==> config.mk <==
export PLATFORM = sky130hd
export DESIGN_NAME = bitmap_range_update_find_first_top
export DESIGN_NICKNAME = d
export VERILOG_FILES = /design/src/rtl/brff_pkg.sv /design/src/rtl/brff_ctrl.sv /design/src/rtl/brff_dp.sv /design/src/rtl/bitmap_range_update_find_first_top.sv
export SDC_FILE = /design/constraint.sdc
export NUM_CORES = 2
export LEC_CHECK = 0
export BUFFER_PORTS_ARGS = -buffer_cell sky130_fd_sc_hd__clkbuf_2
export CAP_MARGIN = 15
export CORE_MARGIN = 10
export CORE_UTILIZATION = 60
export DETAILED_ROUTE_END_ITERATION = 8
export PLACE_DENSITY = 0.76
export SLEW_MARGIN = 20
export SYNTH_ARGS = -nofsm -noshare
export SYNTH_HDL_FRONTEND = slang
export SYNTH_HIERARCHICAL = 1
export SYNTH_SLANG_ARGS = --single-unit
==> constraint.sdc <==
create_clock -name clk -period 12.2 [get_ports clk]
set_clock_uncertainty 0.15 [all_clocks]
set_input_delay 0.61 -clock clk [delete_from_list [all_inputs] [get_ports clk]]
set_output_delay 0.61 -clock clk [all_outputs]
set_load 0.005 [all_outputs]
==> src/rtl/brff_pkg.sv <==
// ----------------------------------------------------------------------------
// brff_pkg
// Types, constants and handshake structs shared by the bitmap range
// update / find-first block.
// ----------------------------------------------------------------------------
package brff_pkg;

  // Word geometry of the bitmap storage
  localparam int WORD_BITS    = 64;
  localparam int OFF_W        = 6;
  localparam int MAP_BITS_DEF = 4096;

  // Field widths of the item payloads
  localparam int START_W = 12;
  localparam int CNT_W   = 13;
  localparam int END_W   = 13;
  localparam int IDX_W   = 12;

  // Item kinds
  localparam logic KIND_CHANGE = 1'b0;
  localparam logic KIND_FIND   = 1'b1;

  typedef struct packed {
    logic               kind;
    logic [START_W-1:0] start_bit;
    logic [CNT_W-1:0]   bit_count;
    logic [END_W-1:0]   search_end;
    logic               bit_value;
  } in_item_t;

  typedef struct packed {
    logic             found;
    logic [IDX_W-1:0] found_index;
  } out_item_t;

  typedef enum logic [2:0] {
    ST_CLEAR,
    ST_IDLE,
    ST_START,
    ST_RUN,
    ST_DRAIN,
    ST_RESULT
  } brff_state_t;

  // Controller to datapath
  typedef struct packed {
    logic clr_en;    // write zero to the clear-pass word
    logic load;      // capture a new item
    logic rd;        // read the current word, advance the word counter
    logic proc;      // read data is valid: modify or search it
    logic out_load;  // move the search result into the output register
  } brff_cmd_t;

  // Datapath to controller
  typedef struct packed {
    logic clr_last;  // clear pass is on the last word
    logic empty;     // item covers no bit
    logic is_find;   // item is a find
    logic rd_last;   // word counter sits on the last word of the range
    logic hit;       // searched word holds a matching bit
    logic out_free;  // output register can take a result this cycle
  } brff_sts_t;

endpackage

==> src/rtl/brff_ctrl.sv <==
// ----------------------------------------------------------------------------
// brff_ctrl
// Sequencer for the bitmap block: runs the clear pass after reset, then
// walks each item's words through the datapath and hands off results.
// ----------------------------------------------------------------------------
module brff_ctrl
  import brff_pkg::*;
(
  input  logic      clk,
  input  logic      rst_n,
  input  logic      in_valid,
  output logic      in_stall,
  input  brff_sts_t sts,
  output brff_cmd_t cmd
);

  brff_state_t state_r, state_nxt;

  // State register
  always_ff @(posedge clk) begin
    if (!rst_n) begin
      state_r <= ST_CLEAR;
    end else begin
      state_r <= state_nxt;
    end
  end

  // Next state
  always_comb begin
    state_nxt = state_r;
    case (state_r)
      ST_CLEAR: begin
        if (sts.clr_last) state_nxt = ST_IDLE;
      end
      ST_IDLE: begin
        if (in_valid) state_nxt = ST_START;
      end
      ST_START: begin
        if (sts.empty) begin
          state_nxt = sts.is_find ? ST_RESULT : ST_IDLE;
        end else begin
          state_nxt = sts.rd_last ? ST_DRAIN : ST_RUN;
        end
      end
      ST_RUN: begin
        if (sts.is_find && sts.hit) begin
          state_nxt = ST_RESULT;
        end else if (sts.rd_last) begin
          state_nxt = ST_DRAIN;
        end
      end
      ST_DRAIN: begin
        state_nxt = sts.is_find ? ST_RESULT : ST_IDLE;
      end
      ST_RESULT: begin
        if (sts.out_free) state_nxt = ST_IDLE;
      end
      default: begin
        state_nxt = ST_IDLE;
      end
    endcase
  end

  // Outputs
  always_comb begin
    cmd      = '0;
    in_stall = 1'b1;
    case (state_r)
      ST_CLEAR: begin
        cmd.clr_en = 1'b1;
      end
      ST_IDLE: begin
        in_stall = 1'b0;
        cmd.load = in_valid;
      end
      ST_START: begin
        cmd.rd = !sts.empty;
      end
      ST_RUN: begin
        cmd.proc = 1'b1;
        cmd.rd   = !(sts.is_find && sts.hit);
      end
      ST_DRAIN: begin
        cmd.proc = 1'b1;
      end
      ST_RESULT: begin
        cmd.out_load = sts.out_free;
      end
      default: begin
        cmd = '0;
      end
    endcase
  end

  // Checks
  a_load_free: assert property (@(posedge clk) disable iff (!rst_n)
    cmd.out_load |-> sts.out_free)
    else $error("result loaded while output register busy");

  a_clr_stall: assert property (@(posedge clk) disable iff (!rst_n)
    cmd.clr_en |-> in_stall)
    else $error("item accepted during clear pass");

  a_hit_result: assert property (@(posedge clk) disable iff (!rst_n)
    (state_r == ST_RUN && sts.is_find && sts.hit) |=> state_r == ST_RESULT)
    else $error("find hit did not end the walk");

endmodule

==> src/rtl/brff_dp.sv <==
// ----------------------------------------------------------------------------
// brff_dp
// Datapath for the bitmap block: word memory, item setup, word counter,
// read-modify-write of change runs, match search and output register.
// ----------------------------------------------------------------------------
module brff_dp
  import brff_pkg::*;
#(
  parameter int MAP_BITS = MAP_BITS_DEF
)(
  input  logic      clk,
  input  logic      rst_n,
  input  in_item_t  in_data,
  input  brff_cmd_t cmd,
  output brff_sts_t sts,
  output logic      out_valid,
  input  logic      out_stall,
  output out_item_t out_data
);

  localparam int WORD_COUNT = (MAP_BITS + WORD_BITS - 1) / WORD_BITS;
  localparam int WAW        = (WORD_COUNT > 1) ? $clog2(WORD_COUNT) : 1;
  localparam int PW_MAP     = $clog2(MAP_BITS + 1);
  localparam int PW         = (PW_MAP > 14) ? PW_MAP : 14;
  localparam logic [WORD_BITS-1:0] ONES = {WORD_BITS{1'b1}};

  // Lowest set bit of a word
  function automatic logic [OFF_W-1:0] low_one(input logic [WORD_BITS-1:0] v);
    logic [OFF_W-1:0] r;
    r = '0;
    for (int k = WORD_BITS - 1; k >= 0; k--) begin
      if (v[k]) r = OFF_W'(k);
    end
    return r;
  endfunction

  // Item setup: clip the range and split it into words
  logic [PW-1:0] start_ext, stop_sum, map_lim, chg_end, fnd_end, end_sel, last_pos;
  logic          empty_nxt;

  always_comb begin
    map_lim   = PW'(MAP_BITS);
    start_ext = PW'(in_data.start_bit);
    stop_sum  = start_ext + PW'(in_data.bit_count);
    chg_end   = (stop_sum > map_lim) ? map_lim : stop_sum;
    fnd_end   = (PW'(in_data.search_end) > map_lim) ? map_lim : PW'(in_data.search_end);
    end_sel   = (in_data.kind == KIND_FIND) ? fnd_end : chg_end;
    empty_nxt = (start_ext >= end_sel);
    last_pos  = end_sel - PW'(1);
  end

  logic             kind_r, val_r, empty_r;
  logic [WAW-1:0]   fw_r, lw_r, wc_r, dw_r, clr_r;
  logic [OFF_W-1:0] lo_r, hi_r;

  always_ff @(posedge clk) begin
    if (cmd.load) begin
      kind_r  <= in_data.kind;
      val_r   <= in_data.bit_value;
      empty_r <= empty_nxt;
      fw_r    <= start_ext[OFF_W +: WAW];
      lw_r    <= last_pos[OFF_W +: WAW];
      lo_r    <= start_ext[OFF_W-1:0];
      hi_r    <= last_pos[OFF_W-1:0];
    end
  end

  // Word counter and the word index of the data in flight
  always_ff @(posedge clk) begin
    if (cmd.load) begin
      wc_r <= start_ext[OFF_W +: WAW];
    end else if (cmd.rd) begin
      wc_r <= wc_r + WAW'(1);
    end
    if (cmd.rd) dw_r <= wc_r;
  end

  // Clear pass counter
  always_ff @(posedge clk) begin
    if (!rst_n) begin
      clr_r <= '0;
    end else if (cmd.clr_en) begin
      clr_r <= clr_r + WAW'(1);
    end
  end

  // Word memory, one write and one read port, registered read data
  logic [WORD_BITS-1:0] mem [WORD_COUNT];
  logic [WORD_BITS-1:0] rdata_r, new_word, wdata;
  logic [WAW-1:0]       waddr;
  logic                 we;

  always_ff @(posedge clk) begin
    if (we) mem[waddr] <= wdata;
    if (cmd.rd) rdata_r <= mem[wc_r];
  end

  // Range mask of the word in flight, change and search logic
  logic [WORD_BITS-1:0] lo_mask, hi_mask, mask, match;
  logic                 hit;

  always_comb begin
    lo_mask  = (dw_r == fw_r) ? (ONES << lo_r) : ONES;
    hi_mask  = (dw_r == lw_r) ? (ONES >> (OFF_W'(WORD_BITS - 1) - hi_r)) : ONES;
    mask     = lo_mask & hi_mask;
    new_word = val_r ? (rdata_r | mask) : (rdata_r & ~mask);
    match    = (val_r ? rdata_r : ~rdata_r) & mask;
    hit      = (|match) && (kind_r == KIND_FIND);
    we       = cmd.clr_en || (cmd.proc && kind_r == KIND_CHANGE);
    waddr    = cmd.clr_en ? clr_r : dw_r;
    wdata    = cmd.clr_en ? '0 : new_word;
  end

  // Search result
  logic             res_found_r;
  logic [IDX_W-1:0] res_idx_r;
  logic [PW-1:0]    hit_pos;

  assign hit_pos = PW'({dw_r, low_one(match)});

  always_ff @(posedge clk) begin
    if (cmd.load) begin
      res_found_r <= 1'b0;
      res_idx_r   <= '0;
    end else if (cmd.proc && hit) begin
      res_found_r <= 1'b1;
      res_idx_r   <= hit_pos[IDX_W-1:0];
    end
  end

  // Output register
  logic      out_valid_r;
  out_item_t out_data_r;

  always_ff @(posedge clk) begin
    if (!rst_n) begin
      out_valid_r <= 1'b0;
    end else if (cmd.out_load) begin
      out_valid_r <= 1'b1;
    end else if (!out_stall) begin
      out_valid_r <= 1'b0;
    end
  end

  always_ff @(posedge clk) begin
    if (cmd.out_load) begin
      out_data_r.found       <= res_found_r;
      out_data_r.found_index <= res_idx_r;
    end
  end

  assign out_valid = out_valid_r;
  assign out_data  = out_data_r;

  // Status to the controller
  always_comb begin
    sts.clr_last = (clr_r == WAW'(WORD_COUNT - 1));
    sts.empty    = empty_r;
    sts.is_find  = (kind_r == KIND_FIND);
    sts.rd_last  = (wc_r == lw_r);
    sts.hit      = hit;
    sts.out_free = !out_valid_r || !out_stall;
  end

  // Checks
  a_rw_apart: assert property (@(posedge clk) disable iff (!rst_n)
    (we && cmd.rd) |-> (waddr != wc_r))
    else $error("read and write of the same word in one cycle");

endmodule

==> src/rtl/bitmap_range_update_find_first_top.sv <==
// ----------------------------------------------------------------------------
// bitmap_range_update_find_first_top
// Bitmap of MAP_BITS bits with range set/clear and find-first-match.
// ----------------------------------------------------------------------------
// Usage:
//   Input channel (in_valid / in_stall / in_data) takes one item at a time.
//   A change item sets or clears a run of bits and gives no result; a find
//   item gives one result on the output channel (out_valid / out_stall /
//   out_data) with found and the index of the first matching bit.
//   The map lives in a 64-bit word memory, one word read per cycle with a
//   registered read; a change writes each word back in the cycle after its
//   read. An item walks the words of its range in order, at most
//   ceil(MAP_BITS / 64) words; a find ends early at the first word that
//   holds a match, and its result goes to the output register before the
//   next item is accepted. An item that covers no bit reads no word; a
//   find of that kind still gives a result.
//   After reset the block zeroes the map, one word per cycle, all
//   ceil(MAP_BITS / 64) words with in_stall high, then accepts items.
//   A finished result waits in the output register while out_stall is high;
//   the next item is still accepted, and only a second result waits for it.
// ----------------------------------------------------------------------------
module bitmap_range_update_find_first_top
  import brff_pkg::*;
#(
  parameter int MAP_BITS = MAP_BITS_DEF
)(
  input  logic      clk,
  input  logic      rst_n,
  input  logic      in_valid,
  output logic      in_stall,
  input  in_item_t  in_data,
  output logic      out_valid,
  input  logic      out_stall,
  output out_item_t out_data
);

  brff_cmd_t cmd;
  brff_sts_t sts;

  brff_ctrl u_ctrl (
    .clk      (clk),
    .rst_n    (rst_n),
    .in_valid (in_valid),
    .in_stall (in_stall),
    .sts      (sts),
    .cmd      (cmd)
  );

  brff_dp #(
    .MAP_BITS (MAP_BITS)
  ) u_dp (
    .clk       (clk),
    .rst_n     (rst_n),
    .in_data   (in_data),
    .cmd       (cmd),
    .sts       (sts),
    .out_valid (out_valid),
    .out_stall (out_stall),
    .out_data  (out_data)
  );

endmodule

==> impl_metrics.yaml <==
detailed_routing:
  detail_route.vias_per_cell: 7.39
  first_iter_violations: 15600
  detail_route.wl_per_cell_um: 43.7
  postRouteAntennaNets: 0
  routed-via-count: 85400
  drc_errors: 0
  routed_wl_mm: 505
  drt_pass_1_iters: 6
sta:
  period_minus_slack_ns: 6.29
  final_hold_violations: 0
  fmax_mhz: 159
  post-route-period-util_pct: 51.6
  final.setup.worst_slack_ns: 5.91
  timing.max_slew.rel_slack_pct: 18.1
  worst_pin_slew_ns: 1.23
  final-setup-viol-count: 0
  final_max_slew_viol_count: 0
  timing.setup.tns_ns: 0
  hold_slack_ns: 0.0562
  grt_setup_unrepaired: "false"
yosys:
  synth_top_area_share_pct: 76.1
  muxShareOfSynthArea_pct: 18.6
  postSynth.asyncResetShare_pct: 0
  number_of_flops_mapped_to_enable_cells_by_yosys: 4212
  synth_compound_area_share_pct: 1.76
  synth.lib_cells_used.distinct: 97
  synth_warnings: 6
  synthCells: 7121
  synth_fa_ha_area_share_pct: 0.215
  synth_simple_gate_area_share_pct: 1.52
  post-synth-top-count-cell: "sky130_fd_sc_hd__edfxtp_1"
  mappedNetlistNets: 7193
  synth_xor_xnor_area_share_pct: 0.504
  post_synth_main_area_contributors: "sky130_fd_sc_hd__edfxtp_1 76%, sky130_fd_sc_hd__mux4_2 18%, sky130_fd_sc_hd__clkbuf_1 0.56%"
  synth_top_family_by_area: "multiplexers"
  ys_flop_type: "sky130_fd_sc_hd__edfxtp_1"
  yosys-top-cells-count: "4212 x sky130_fd_sc_hd__edfxtp_1, 1344 x sky130_fd_sc_hd__mux4_2, 249 x sky130_fd_sc_hd__clkbuf_1, 208 x sky130_fd_sc_hd__nor2_1, 116 x sky130_fd_sc_hd__buf_1"
  ys_ff_latch: 4235
  synthesis.area_per_instance_um2: 23.3
  yosysSeqAreaShare_pct: 76.4
  mappedNetlistArea_mm2: 0.166
  yosysTopAreaCell: "sky130_fd_sc_hd__edfxtp_1"
clock_tree:
  cts.root.buffer_cell: "sky130_fd_sc_hd__clkbuf_16"
  cts_tree: "built"
  htreeDepth: 5
  clockBufferDepth: 4
  count_of_cells_resized_by_post_cts_repair: 0
  cts_inserted_buffers: 410
  path_clk_slew_ns: 0.07
  clk_lat_worst_skew_ns: 0.99
  clk_sinks: 4235
worst_setup_path:
  timing.rr.start: "u_dp/dw_r[2]"
  worstSetupStartpointType: "flip-flop"
  most_frequent_cp_cell: "sky130_fd_sc_hd__nand4_2"
  crit_required_ns: 12.75
  ff2ff_setup_slack_ns: 5.91
  cp_slowest_cell: "sky130_fd_sc_hd__nor3_1"
  crit_type: "reg -> reg"
  crit_fanout: 68
  timing.critical_path.to_type: "flip-flop"
  cp_cell_sequence: "xnor2_1 -> nand4_2 -> nor3_1 -> a221oi_1 -> nor4_4 -> nand4_2 -> nor3_4 -> a31oi_1 -> and3_2 -> a211oi_4 -> buf_4 -> or2_2"
  rr_worst_depth: 12
  worst_r2r_endpoint: "u_dp/wc_r[5]"
  worst_ep_arrival_time_ns: 6.84
  slowest_delay_ns: 0.85
pwr:
  total_leakage_power_nw: 58.9
  powerDensity_mw_per_mm2: 211
  totalPowerFinal_mw: 39.5
  vdd_drop_max_mv: 0.284
place:
  dp_slack_ns: 5.96
  place_hpwl_mm: 243
  dpl.cell_count: 10700
  io_buffer_count: 58
  gp_routability_congestion: 0.969
global_routing:
  grt_pass1_wl_mm: 696
  grt_antenna_before_repair: 17
  groute.usage.overall_pct: 33.3
  grt_pass1_vias: 86200
  largest_net_degree_at_the_start_of_global_routing: 149
  total_congestion_overflow_after_global_routing: 0
worst_hold_path:
  hold_worst_path_end: "u_dp/hi_r[0]"
  holdCritPathClass: "in -> reg"
  timing.hold.worst_path_depth: 3
  holdCritStartpoint: "in_data[14]"
floorplan:
  initial_utilization_pct: 60.2
  rows: 193
  fp.dieArea_mm2: 0.298
  core_area_mm2: 0.276
  die_w_um: 546
  ios: 59
  fp.dieH_um: 546
status:
  run_status: "complete, no violations"
final_layout:
  areaGrowthSynthToFinish_pct: 12.6
  final_cells: 11500
  post_route_cells_drive_above_1_share_pct: 31.0
  num-nets-final: 7560
job:
  maxCapViolations: 0
logic make-up after synthesis:
family | after synthesis
and+or+nand+nor | 517
xor gates and xnor gates | 94
muxes | 1404
DFF | 4235
adders and majority gates | 28
buffers and inverters | 435
AOI/OAI and AO/OA | 408
metrics by stage:
step	cell area (um^2)	util (%)
floorplan	166000	-
global placement	172000	62.4
detailed placement	172000	62.5
CTS	186000	67.3
global route	187000	67.8
finish	187000	67.8
placed cells by master (no fill, tap or decap), drive strengths merged, types with 17 or more instances in the layout:
cell type,count
a211oi,26
and2,18
a21oi,87
nand2,100
or3,17
o21ai,57
inv,64
nand3,24
dlygate4sd3,23
dfxtp,23
clkbuf,540
nor2,209
xor2,46
edfxtp,4212
nor3,36
a21o,20
mux4,1344
o211ai,24
xnor2,48
or2,24
mux2i,58
bufinv,40
clkinv,199
o22ai,18
a22oi,22
ha,27
buf,265
worst max-delay path by stage:
stage,from,end,depth (start not counted)
6_report,u_dp/dw_r[2],u_dp/wc_r[5],12
5_1_grt,u_dp/dw_r[2],u_dp/wc_r[4],12
4_1_cts,u_dp/dw_r[1],u_dp/wc_r[5],13
3_5_place_dp,in_data[27],u_dp/empty_r,26
3_3_place_gp,in_data[27],u_dp/empty_r,26
2_1_floorplan,u_dp/dw_r[5],u_dp/wc_r[0],14
routing by layer:
| layer | vias up | share of wire (%) | wire [um] | track usage, % |
|---|---|---|---|---|
| met2 | 7547 | 48 | 243000 | 52.9 |
| met5 | - | 0.022 | 112 | 0 |
| li1 | 31500 | - | - | - |
| met3 | 1603 | 13 | 64300 | 7.59 |
| met1 | 44700 | 32 | 163000 | 43.8 |
| met4 | 18 | 6.6 | 33300 | 17.6 |
what timing repair did:
item,4_1_cts,5_1_grt
hold buffers,23,0
endpoints found under the hold margin,34,0
buffers inserted,0,0
registers in the layout, indices dropped and copies added (netlist names), 12 cells and up:
signal / cells
u_dp/out_data: 13
u_dp/mem: 4096
u_dp/res_idx_r: 12
u_dp/rdata_r: 64
worst max-delay path, delay by kind of cell (launching register included):
family / cells / cell delay (ns)
compound gates: 3 / 0.84
xor+xnor: 1 / 0.32
buf+inv: 1 / 0.81
flops: 1 / 0.57
simple gates: 7 / 3.27
area by class of cell:
class | instances | area, um^2
flip-flops and latches | 4235 | 127000
fillers | 15800 | 88900
multi-input cells | 2451 | 38500
clock buffers | 482 | 10600
well taps | 3705 | 4640
repair buffers | 346 | 3640
clock inverters | 268 | 2640
inverters | 44 | 165
diodes | 12 | 30.0
power by group:
group | switching, mW | internal (mW)
Combinational | 5.21 | 3.08
Clock | 5.64 | 7.07
Sequential | 0.295 | 18.2
No activity file was read; power rests on OpenSTA's default activity.
